===== src/rtl/bsf_pkg.sv =====
`timescale 1ns / 1ps
// ----------------------------------------------------------------------------
// bsf_pkg
// Shared types and constants of the binomial smoothing filter.
// ----------------------------------------------------------------------------
package bsf_pkg;

  localparam int SAMPLE_W   = 24;
  localparam int VALUE_W    = 48;
  localparam int PASS_W     = 4;
  localparam int CFG_IDX_W  = 4;
  localparam int CFG_DATA_W = 4;

  localparam logic [CFG_IDX_W-1:0] REG_PASS_COUNT = 4'd0;
  localparam logic [CFG_IDX_W-1:0] REG_RATIO_MODE = 4'd1;

  localparam logic [PASS_W-1:0] PASS_COUNT_RST = 4'd1;

  typedef struct packed {
    logic signed [SAMPLE_W-1:0] sample;
    logic                       last_sample;
  } in_word_t;

  typedef struct packed {
    logic signed [VALUE_W-1:0] value;
    logic                      last_value;
  } out_word_t;

  // control half of a word moving along the cell row
  typedef struct packed {
    logic valid;
    logic last;
  } tok_ctl_t;

  typedef enum logic [3:0] {
    DV_IDLE = 4'b0001,
    DV_RUN  = 4'b0010,
    DV_FIN  = 4'b0100,
    DV_DONE = 4'b1000
  } div_state_t;

endpackage


===== src/rtl/binomial_smoothing_filter.sv =====
`timescale 1ns / 1ps
// ----------------------------------------------------------------------------
// binomial_smoothing_filter
// Iterated 1-2-1 smoothing over vectors of signed samples, one cell per pass.
// ----------------------------------------------------------------------------
// Low-pass mode: one word per cycle in steady state while the output does not
//   stall; with samples back to back a word passes the input register, each
//   cell (which waits for the right-hand neighbor) and the output register.
// Low-pass mode: input holds off after a vector's last sample while the
//   vector flushes.
// Ratio mode: the serial divider sets the rate; input waits until it is idle again.
// Reset: pass_count 1, low-pass mode, all cells and queues empty.
module binomial_smoothing_filter #(
  parameter int MAX_PASSES    = 8,
  parameter int FRACTION_BITS = 16
) (
  input  logic                                 clk,
  input  logic                                 rst_n,
  input  logic                                 in_valid,
  output logic                                 in_ready,
  input  bsf_pkg::in_word_t                    in_word,
  output logic                                 out_valid,
  input  logic                                 out_ready,
  output bsf_pkg::out_word_t                   out_word,
  input  logic                                 cfg_valid,
  output logic                                 cfg_ready,
  input  logic [bsf_pkg::CFG_IDX_W-1:0]        cfg_index,
  input  logic [bsf_pkg::CFG_DATA_W-1:0]       cfg_data
);

  localparam int DW    = bsf_pkg::SAMPLE_W + FRACTION_BITS;
  localparam int SEL_W = $clog2(MAX_PASSES + 1);

  logic [bsf_pkg::PASS_W-1:0] pass_count_r;
  logic                       ratio_mode_r;
  logic                       cfg_wr, clear;

  logic [SEL_W-1:0] sel;
  logic             adv, consume, in_accept, out_free;
  logic             drain_r, short_r;
  logic [1:0]       scount_r;

  bsf_pkg::tok_ctl_t    tap_ctl  [MAX_PASSES+1];
  logic signed [DW-1:0] tap_data [MAX_PASSES+1];
  bsf_pkg::tok_ctl_t    in_ctl_nxt;
  bsf_pkg::tok_ctl_t    tok_ctl;
  logic signed [DW-1:0] tok_data, sm_val, raw_scaled;
  logic signed [bsf_pkg::SAMPLE_W-1:0] raw_head;

  logic               div_idle, div_res_valid, div_take;
  bsf_pkg::out_word_t div_res;
  logic               out_valid_r;
  bsf_pkg::out_word_t out_word_r;

  // configuration
  assign cfg_ready = 1'b1;
  assign cfg_wr    = cfg_valid && cfg_ready;
  assign clear     = cfg_wr && (cfg_index == bsf_pkg::REG_PASS_COUNT ||
                                cfg_index == bsf_pkg::REG_RATIO_MODE);

  always_ff @(posedge clk) begin
    if (!rst_n) begin
      pass_count_r <= bsf_pkg::PASS_COUNT_RST;
      ratio_mode_r <= 1'b0;
    end else if (cfg_wr) begin
      unique case (cfg_index)
        bsf_pkg::REG_PASS_COUNT: pass_count_r <= cfg_data[bsf_pkg::PASS_W-1:0];
        bsf_pkg::REG_RATIO_MODE: ratio_mode_r <= cfg_data[0];
        default: ;
      endcase
    end
  end

  assign sel = (pass_count_r > bsf_pkg::PASS_W'(MAX_PASSES)) ?
               SEL_W'(MAX_PASSES) : pass_count_r[SEL_W-1:0];

  // whole row steps together whenever the sink can take a word (in ratio mode, whenever the divider is idle)
  assign out_free  = !out_valid_r || out_ready;
  assign adv       = ratio_mode_r ? div_idle : out_free;
  assign in_ready  = adv && !drain_r;
  assign in_accept = in_valid && in_ready;

  always_comb begin
    in_ctl_nxt.valid = in_accept;
    in_ctl_nxt.last  = in_word.last_sample;
  end

  always_ff @(posedge clk) begin
    if (!rst_n || clear) begin
      tap_ctl[0] <= '0;
    end else if (adv) begin
      tap_ctl[0] <= in_ctl_nxt;
    end
  end

  always_ff @(posedge clk) begin
    if (adv) begin
      tap_data[0] <= {in_word.sample, {FRACTION_BITS{1'b0}}};
    end
  end

  for (genvar k = 0; k < MAX_PASSES; k++) begin : g_cell
    bsf_cell #(
      .DW (DW)
    ) u_cell (
      .clk      (clk),
      .rst_n    (rst_n),
      .clear    (clear),
      .adv      (adv),
      .in_ctl   (tap_ctl[k]),
      .in_data  (tap_data[k]),
      .out_ctl  (tap_ctl[k+1]),
      .out_data (tap_data[k+1])
    );
  end

  assign tok_ctl  = tap_ctl[sel];
  assign tok_data = tap_data[sel];
  assign consume  = adv && tok_ctl.valid;

  // up to one sample held per cell plus one word per tap register
  bsf_raw_fifo #(
    .DEPTH (2 * MAX_PASSES + 2)
  ) u_raw_fifo (
    .clk       (clk),
    .rst_n     (rst_n),
    .clear     (clear),
    .push      (in_accept),
    .push_data (in_word.sample),
    .pop       (consume),
    .head      (raw_head)
  );

  assign raw_scaled = {raw_head, {FRACTION_BITS{1'b0}}};
  assign sm_val     = short_r ? raw_scaled : tok_data;

  // vector bookkeeping: hold off input while a vector flushes
  always_ff @(posedge clk) begin
    if (!rst_n || clear) begin
      drain_r  <= 1'b0;
      short_r  <= 1'b0;
      scount_r <= 2'd0;
    end else begin
      if (in_accept) begin
        if (in_word.last_sample) begin
          drain_r  <= 1'b1;
          short_r  <= (sel != '0) && (scount_r != 2'd2);
          scount_r <= 2'd0;
        end else if (scount_r != 2'd2) begin
          scount_r <= scount_r + 1'b1;
        end
      end else if (consume && tok_ctl.last) begin
        drain_r <= 1'b0;
        short_r <= 1'b0;
      end
    end
  end

  bsf_div #(
    .FB (FRACTION_BITS),
    .DW (DW)
  ) u_div (
    .clk       (clk),
    .rst_n     (rst_n),
    .start     (consume && ratio_mode_r),
    .raw       (raw_head),
    .sm        (sm_val),
    .last      (tok_ctl.last),
    .take      (div_take),
    .idle      (div_idle),
    .res_valid (div_res_valid),
    .res       (div_res)
  );

  assign div_take = div_res_valid && out_free;

  always_ff @(posedge clk) begin
    if (!rst_n || clear) begin
      out_valid_r <= 1'b0;
    end else if ((consume && !ratio_mode_r) || div_take) begin
      out_valid_r <= 1'b1;
    end else if (out_ready) begin
      out_valid_r <= 1'b0;
    end
  end

  always_ff @(posedge clk) begin
    if (consume && !ratio_mode_r) begin
      out_word_r.value      <= bsf_pkg::VALUE_W'(sm_val);
      out_word_r.last_value <= tok_ctl.last;
    end else if (div_take) begin
      out_word_r <= div_res;
    end
  end

  assign out_valid = out_valid_r;
  assign out_word  = out_word_r;

endmodule


===== src/rtl/bsf_cell.sv =====
`timescale 1ns / 1ps
// ----------------------------------------------------------------------------
// bsf_cell
// One 1-2-1 smoothing pass. Holds the previous and current sample of the
// vector and emits the smoothed sample one word behind its input; the last
// word of a vector is followed by the edge word once the row advances again.
// ----------------------------------------------------------------------------
module bsf_cell #(
  parameter int DW = 40
) (
  input  logic                 clk,
  input  logic                 rst_n,
  input  logic                 clear,
  input  logic                 adv,
  input  bsf_pkg::tok_ctl_t    in_ctl,
  input  logic signed [DW-1:0] in_data,
  output bsf_pkg::tok_ctl_t    out_ctl,
  output logic signed [DW-1:0] out_data
);

  logic [1:0]           cnt_r, cnt_nxt;
  logic                 pend_r, pend_nxt;
  logic signed [DW-1:0] prev_r, prev_nxt;
  logic signed [DW-1:0] cur_r, cur_nxt;
  bsf_pkg::tok_ctl_t    out_ctl_r, out_ctl_nxt;
  logic signed [DW-1:0] out_data_r, out_data_nxt;

  logic signed [DW+1:0] term_b, term_c, sum;
  logic signed [DW-1:0] qtr;

  // sum = 2*cur + b + c, then floor divide by four
  always_comb begin
    if (pend_r) begin
      term_b = (DW+2)'(cur_r);
      term_c = (DW+2)'(prev_r);
    end else if (cnt_r == 2'd1) begin
      term_b = (DW+2)'(cur_r);
      term_c = (DW+2)'(in_data);
    end else begin
      term_b = (DW+2)'(prev_r);
      term_c = (DW+2)'(in_data);
    end
    sum = ((DW+2)'(cur_r) <<< 1) + term_b + term_c;
    qtr = sum[DW+1:2];
  end

  always_comb begin
    cnt_nxt      = cnt_r;
    pend_nxt     = pend_r;
    prev_nxt     = prev_r;
    cur_nxt      = cur_r;
    out_ctl_nxt  = out_ctl_r;
    out_data_nxt = out_data_r;
    if (adv) begin
      out_ctl_nxt = '0;
      if (pend_r) begin
        // edge word closes the vector
        out_ctl_nxt.valid = 1'b1;
        out_ctl_nxt.last  = 1'b1;
        out_data_nxt      = (cnt_r == 2'd1) ? cur_r : qtr;
        cnt_nxt           = 2'd0;
        pend_nxt          = 1'b0;
      end else if (in_ctl.valid) begin
        if (cnt_r != 2'd0) begin
          out_ctl_nxt.valid = 1'b1;
          out_data_nxt      = qtr;
          cnt_nxt           = 2'd2;
        end else begin
          cnt_nxt = 2'd1;
        end
        prev_nxt = cur_r;
        cur_nxt  = in_data;
        pend_nxt = in_ctl.last;
      end
    end
  end

  always_ff @(posedge clk) begin
    if (!rst_n || clear) begin
      cnt_r     <= 2'd0;
      pend_r    <= 1'b0;
      out_ctl_r <= '0;
    end else begin
      cnt_r     <= cnt_nxt;
      pend_r    <= pend_nxt;
      out_ctl_r <= out_ctl_nxt;
    end
  end

  always_ff @(posedge clk) begin
    prev_r     <= prev_nxt;
    cur_r      <= cur_nxt;
    out_data_r <= out_data_nxt;
  end

  assign out_ctl  = out_ctl_r;
  assign out_data = out_data_r;

endmodule


===== src/rtl/bsf_raw_fifo.sv =====
`timescale 1ns / 1ps
// ----------------------------------------------------------------------------
// bsf_raw_fifo
// Ring buffer of raw samples waiting for their filtered word.
// ----------------------------------------------------------------------------
module bsf_raw_fifo #(
  parameter int DEPTH = 10
) (
  input  logic                                  clk,
  input  logic                                  rst_n,
  input  logic                                  clear,
  input  logic                                  push,
  input  logic signed [bsf_pkg::SAMPLE_W-1:0]   push_data,
  input  logic                                  pop,
  output logic signed [bsf_pkg::SAMPLE_W-1:0]   head
);

  localparam int AW = (DEPTH > 1) ? $clog2(DEPTH) : 1;
  localparam logic [AW-1:0] LAST_IDX = AW'(DEPTH - 1);

  logic signed [bsf_pkg::SAMPLE_W-1:0] mem_r [DEPTH];
  logic [AW-1:0] wr_r, wr_nxt, rd_r, rd_nxt;

  always_comb begin
    wr_nxt = wr_r;
    rd_nxt = rd_r;
    if (push) begin
      wr_nxt = (wr_r == LAST_IDX) ? '0 : wr_r + 1'b1;
    end
    if (pop) begin
      rd_nxt = (rd_r == LAST_IDX) ? '0 : rd_r + 1'b1;
    end
  end

  always_ff @(posedge clk) begin
    if (!rst_n || clear) begin
      wr_r <= '0;
      rd_r <= '0;
    end else begin
      wr_r <= wr_nxt;
      rd_r <= rd_nxt;
    end
  end

  always_ff @(posedge clk) begin
    if (push) begin
      mem_r[wr_r] <= push_data;
    end
  end

  assign head = mem_r[rd_r];

endmodule


===== src/rtl/bsf_div.sv =====
`timescale 1ns / 1ps
// ----------------------------------------------------------------------------
// bsf_div
// Bit-serial ratio unit: |sample| * 2^(2*FB) / |smoothed|, one quotient bit
// per cycle, truncated toward zero and saturated to the output range.
// ----------------------------------------------------------------------------
module bsf_div #(
  parameter int FB = 16,
  parameter int DW = 40
) (
  input  logic                                clk,
  input  logic                                rst_n,
  input  logic                                start,
  input  logic signed [bsf_pkg::SAMPLE_W-1:0] raw,
  input  logic signed [DW-1:0]                sm,
  input  logic                                last,
  input  logic                                take,
  output logic                                idle,
  output logic                                res_valid,
  output bsf_pkg::out_word_t                  res
);

  localparam int NW = bsf_pkg::SAMPLE_W + 2 * FB;
  localparam int CW = $clog2(NW + 1);
  localparam int VW = bsf_pkg::VALUE_W;
  localparam logic [NW-1:0] POS_LIM = NW'((64'd1 << (VW - 1)) - 64'd1);
  localparam logic [NW-1:0] NEG_LIM = NW'(64'd1 << (VW - 1));

  bsf_pkg::div_state_t state_r, state_nxt;
  logic [NW-1:0] num_r, num_nxt, quo_r, quo_nxt;
  logic [DW-1:0] den_r, den_nxt, rem_r, rem_nxt;
  logic [CW-1:0] cnt_r, cnt_nxt;
  logic          neg_r, neg_nxt, last_r, last_nxt;
  bsf_pkg::out_word_t res_r, res_nxt;

  logic [bsf_pkg::SAMPLE_W-1:0] raw_mag;
  logic [DW-1:0]                sm_mag;
  logic [DW:0]                  rem_sh, rem_diff;
  logic [NW-1:0]                lim, q_sat;

  always_comb begin
    raw_mag  = raw[bsf_pkg::SAMPLE_W-1] ? bsf_pkg::SAMPLE_W'(-raw) : raw;
    sm_mag   = sm[DW-1] ? DW'(-sm) : sm;
    rem_sh   = {rem_r, num_r[NW-1]};
    rem_diff = rem_sh - {1'b0, den_r};
    lim      = neg_r ? NEG_LIM : POS_LIM;
    q_sat    = (quo_r > lim) ? lim : quo_r;
  end

  always_comb begin
    state_nxt = state_r;
    num_nxt   = num_r;
    quo_nxt   = quo_r;
    den_nxt   = den_r;
    rem_nxt   = rem_r;
    cnt_nxt   = cnt_r;
    neg_nxt   = neg_r;
    last_nxt  = last_r;
    res_nxt   = res_r;
    unique case (state_r)
      bsf_pkg::DV_IDLE: begin
        if (start) begin
          num_nxt  = {raw_mag, {(2 * FB){1'b0}}};
          den_nxt  = sm_mag;
          rem_nxt  = '0;
          quo_nxt  = '0;
          cnt_nxt  = CW'(NW);
          neg_nxt  = raw[bsf_pkg::SAMPLE_W-1] != sm[DW-1];
          last_nxt = last;
          // zero divisor gives zero
          state_nxt = (sm == '0) ? bsf_pkg::DV_FIN : bsf_pkg::DV_RUN;
        end
      end
      bsf_pkg::DV_RUN: begin
        num_nxt = num_r << 1;
        if (!rem_diff[DW]) begin
          rem_nxt = rem_diff[DW-1:0];
          quo_nxt = {quo_r[NW-2:0], 1'b1};
        end else begin
          rem_nxt = rem_sh[DW-1:0];
          quo_nxt = {quo_r[NW-2:0], 1'b0};
        end
        cnt_nxt = cnt_r - 1'b1;
        if (cnt_r == CW'(1)) begin
          state_nxt = bsf_pkg::DV_FIN;
        end
      end
      bsf_pkg::DV_FIN: begin
        res_nxt.value      = neg_r ? -VW'(q_sat) : VW'(q_sat);
        res_nxt.last_value = last_r;
        state_nxt          = bsf_pkg::DV_DONE;
      end
      bsf_pkg::DV_DONE: begin
        if (take) begin
          state_nxt = bsf_pkg::DV_IDLE;
        end
      end
      default: state_nxt = bsf_pkg::DV_IDLE;
    endcase
  end

  always_ff @(posedge clk) begin
    if (!rst_n) begin
      state_r <= bsf_pkg::DV_IDLE;
    end else begin
      state_r <= state_nxt;
    end
  end

  always_ff @(posedge clk) begin
    num_r  <= num_nxt;
    quo_r  <= quo_nxt;
    den_r  <= den_nxt;
    rem_r  <= rem_nxt;
    cnt_r  <= cnt_nxt;
    neg_r  <= neg_nxt;
    last_r <= last_nxt;
    res_r  <= res_nxt;
  end

  assign idle      = state_r == bsf_pkg::DV_IDLE;
  assign res_valid = state_r == bsf_pkg::DV_DONE;
  assign res       = res_r;

endmodule


===== config.mk =====
export PLATFORM = sky130hd
export DESIGN_NAME = binomial_smoothing_filter
export DESIGN_NICKNAME = d
export VERILOG_FILES = /design/src/rtl/bsf_pkg.sv /design/src/rtl/binomial_smoothing_filter.sv /design/src/rtl/bsf_cell.sv /design/src/rtl/bsf_raw_fifo.sv /design/src/rtl/bsf_div.sv
export SDC_FILE = /design/constraint.sdc
export NUM_CORES = 2
export LEC_CHECK = 0
export BUFFER_PORTS_ARGS = -buffer_cell sky130_fd_sc_hd__buf_4
export CORE_ASPECT_RATIO = 0.7
export CORE_MARGIN = 10
export CORE_UTILIZATION = 65
export DETAILED_ROUTE_END_ITERATION = 7
export GPL_TIMING_DRIVEN = 0
export PLACE_DENSITY_LB_ADDON = 0.12
export SLEW_MARGIN = 20
export SYNTH_ARGS = -nofsm -noshare
export SYNTH_HDL_FRONTEND = slang
export SYNTH_SLANG_ARGS = --single-unit
export TNS_END_PERCENT = 30

===== constraint.sdc =====
create_clock -name clk -period 34.9 [get_ports clk]
set_clock_uncertainty 0.05 [all_clocks]
set_input_delay 5.235 -clock clk [delete_from_list [all_inputs] [get_ports clk]]
set_output_delay 5.235 -clock clk [all_outputs]
set_load 0.1 [all_outputs]

==> results.txt <==
First-pass GRT wire length - 401,000 um
Detailed placer's ending HPWL - 205,000 um
Final worst-path cycle share - 34.5%
Category of the worst setup path launch point - input port
Clock-pin transition on the worst setup and hold timing paths - 0.07 ns
Number of flops mapped to enable cells by yosys - 1,482
Unrepaired setup endpoints after global routing - no
Distinct cells, synth - 106
Total power divided by cell area - 41.9 mW/mm^2
Vias post-DR - 64.6k
Final Core Density - 72.8%
Number of buffers added for setup after CTS - 0
Initial DRC Count - 9,634
Post-Synthesis Net Count - 8,114
Pleak - 37.5 nW
Proportion of synthesized chip area in sequential cells - 51.5%
Maximum number of pins on one net before global-route repair - 40
Die span in x - 463 um
Filler instances - 9,257
Wirelength per Cell - 28.2 um
Library cell used as clock root buffer - sky130_fd_sc_hd__clkbuf_16
Bufs on Longest Clock Path - 3
Multiplexer share of the synthesized area - 10.5%
H-tree depth reported by CTS - 4
Total GRT Usage - 35.1%
Arrival time reported for the critical path endpoint - 6.77 ns
Kind of end point of the critical path - output pin
Count of unresolved DRC violations after routing - 0
Worst hold path class - reg2reg
Most frequently used flop master after synthesis - sky130_fd_sc_hd__edfxtp_1
Latest clock arrival within the worst-skew pair - 0.84 ns
Synthesized area per cell - 11.9 sq um
Number of flip-flops and latches in the synthesized netlist - 1,553
Post-synthesis cell type with the largest combined area - sky130_fd_sc_hd__edfxtp_1
Clock tree from TritonCTS - yes
Sum of negative setup slack - 0 ns
Clock sink count - 1,553
Leading cell types by total area after synthesis - sky130_fd_sc_hd__edfxtp_1 (50%), sky130_fd_sc_hd__fa_1 (5.8%), sky130_fd_sc_hd__mux2i_1 (5.7%)
Final Wtd Congestion - 0.994
Via count of the first global-routing pass - 61.2k
Final max-slew violation count - 0
Total clock buffers created by CTS - 150
Number of primary I/O pins - 90
Final min period - 12.05 ns
Slew of the pin with the lowest slew margin - 1.33 ns
Synth warnings - 0
Maximum Capacitance Violations - 0
Simple-Gate Fraction of Synth Area - 8.60%
Die span in y - 330 um
Initial antenna violation count - 22
Combinational family with the most area after synthesis - compound AO/OA/AOI/OAI gates
Layout net count - 8,416
Synth Instances - 7,463
Fraction of post-synthesis cell area in the top cell type by area - 49.9%
Critical path required time - 29.61 ns
Worst slew margin relative to its limit - 10.3%
Final setup fails - 0
Detailed Routing Iterations Pass 1 - 8
Detail-routed via count per cell - 6.64
Number of routed nets with antenna violations - 0
Resize count post-CTS - 0
Worst voltage drop across the vdd grid - 49.4 uV
Number of hold-slack violations in the final timing report - 0
Mapped cell area - 0.0892 sq mm
Run status - complete, no violations
Critical path class - in2out
Number of buffers inserted for hold repair after clock tree synthesis - 0
Placement row count - 113
Starting density of the core - 65.5%
Die area - 0.153 sq mm
Area overhead of the layout relative to synthesis - 11.1%
Maximum fanout encountered on the critical timing path - 7
Synth Area in Compound Gates - 11.2%
Share of final-layout standard cells stronger than drive strength 1 - 9.78%
Worst hold slack - 0.381 ns
Share of synthesized registers carrying an async set or reset - 0%
Achievable frequency - 83.0 MHz
Routed WL - 274,000 um
Core Box Area - 0.136 sq mm
Sum of overflow across all layers after global routing - 0
Synthesized-area fraction occupied by xor and xnor cells - 2.94%
Port buffer count - 88
Adder-cell area share of the yosys netlist - 10.8%
-- registers in the layout, summed over array words and instances (netlist names), 6 cells and up, named ones only --
name and flops:
u_raw_fifo.mem_r 432, g_cell.u_cell.out_data 264, g_cell.u_cell.cur_r 248, g_cell.u_cell.prev_r 248, u_div.quo_r 56, out_word 49, u_div.res 49, u_div.den_r 40
u_div.rem_r 40, tap_data 24, u_div.num_r 24, g_cell.u_cell.cnt_r 16, g_cell.u_cell.out_ctl 16, g_cell.u_cell.pend_r 8, u_div.cnt_r 6
-- synthesized netlist by cell type, types with 48 or more instances --
master                     count
sky130_fd_sc_hd__edfxtp_1   1482
sky130_fd_sc_hd__and3_1       51
sky130_fd_sc_hd__dfxtp_1      71
sky130_fd_sc_hd__xor2_1      140
sky130_fd_sc_hd__nand2_1     516
sky130_fd_sc_hd__inv_1       714
sky130_fd_sc_hd__and2_1       93
sky130_fd_sc_hd__o31ai_1      56
sky130_fd_sc_hd__a21oi_1     467
sky130_fd_sc_hd__o21a_1       70
sky130_fd_sc_hd__o21ai_0     384
sky130_fd_sc_hd__nor2_1      474
sky130_fd_sc_hd__a31oi_1      54
sky130_fd_sc_hd__mux2i_1     510
sky130_fd_sc_hd__a211oi_1     67
sky130_fd_sc_hd__mux4_2      112
sky130_fd_sc_hd__nor2b_1      48
sky130_fd_sc_hd__nand2b_1     74
sky130_fd_sc_hd__a21o_1      137
sky130_fd_sc_hd__nand3_1      73
sky130_fd_sc_hd__fa_1        257
sky130_fd_sc_hd__nor3_1       98
sky130_fd_sc_hd__mux2_2      131
sky130_fd_sc_hd__ha_1        356
sky130_fd_sc_hd__xnor2_1     159
sky130_fd_sc_hd__clkbuf_1    203
-- where the power goes --
| group | internal (mW) | switching [mW] |
|---|---|---|
| Sequential | 2.05 | 0.0143 |
| Clock | 0.984 | 0.773 |
| Combinational | 0.116 | 0.208 |
-- worst max-delay path: stages --
cell and delay (ns):
sky130_fd_sc_hd__buf_4 0.12, sky130_fd_sc_hd__nor2b_1 0.39, sky130_fd_sc_hd__o21a_1 0.19, sky130_fd_sc_hd__clkbuf_1 0.33, sky130_fd_sc_hd__nor2_1 0.22, sky130_fd_sc_hd__buf_4 0.29
-- metal layers --
layer,track usage [%],wire (um),up-vias
li1,-,-,27945
met1,52.9,114000,31869
met2,48.4,112000,4165
met3,11.2,39300,606
met4,11.0,9380,16
met5,0,96,-
-- cells in the final DEF (no fill, tap or decap), drive strengths merged, types with 55 or more instances in the layout --
cell,netlist,final
xor2,140,140
a211oi,67,67
clkinv,2,65
nand2b,74,74
dfxtp,71,71
o31ai,56,56
and2,94,94
o21a,70,70
nand3,73,73
xnor2,159,159
inv,717,722
o21ai,392,392
a31oi,55,55
mux2i,510,510
nor2,474,474
buf,91,240
mux4,121,121
clkbuf,204,384
a21o,137,137
ha,356,356
nand2,518,518
nor3,98,98
edfxtp,1482,1482
fa,257,257
mux2,132,132
a21oi,470,470
-- final timing paths --
check,depth (start not counted),slack (ns),start,to
max reg2reg,24,25.38,u_div.neg_r$_DFFE_PP_,u_div.res[39]$_DFFE_PP_
min reg2reg,0,0.38,u_div.last_r$_DFFE_PP_,u_div.res[0]$_DFFE_PP_
max,6,22.85,out_ready,in_ready
min,0,0.38,u_div.last_r$_DFFE_PP_,u_div.res[0]$_DFFE_PP_
-- kinds of logic (layout without fill, tap and decap cells) --
kind of cell	Yosys count	count (layout)
and+or+nand+nor	1629	1629
AOI/OAI and AO/OA	1591	1591
DFF	1553	1553
buffers and inverters	1014	1441
muxes	763	763
adders and majority gates	613	613
xor gates and xnor gates	299	299
other	1	6
-- area by class of cell --
cell class                      instances  area, sq um  area share (%)
Antenna cell                            5         12.5          0.0126
Buffer                                295         1270            1.28
Clock buffer                          179         3920            3.96
Clock inverter                         98         1360            1.37
Inverter                              719         2700            2.73
Multi-Input combinational cell       4896        39600            39.9
Sequential cell                      1553        45900            46.4
Tap cell                             1840         2300            2.32
Timing Repair Buffer                  150         1980            2.00
-- stage by stage --
stage               power, mW  cells  cell area (sq um)  setup slack (ns)
finish                   4.15   9735              99000             22.85
global route             4.25   9732              99000             22.77
CTS                      4.15   9730              99000             22.83
detailed placement       2.42   9453              93700             22.83
global placement         2.41   9391              92100             17.22
floorplan                2.31   7463              89200             22.71
No activity file was read; power rests on OpenSTA's default activity.
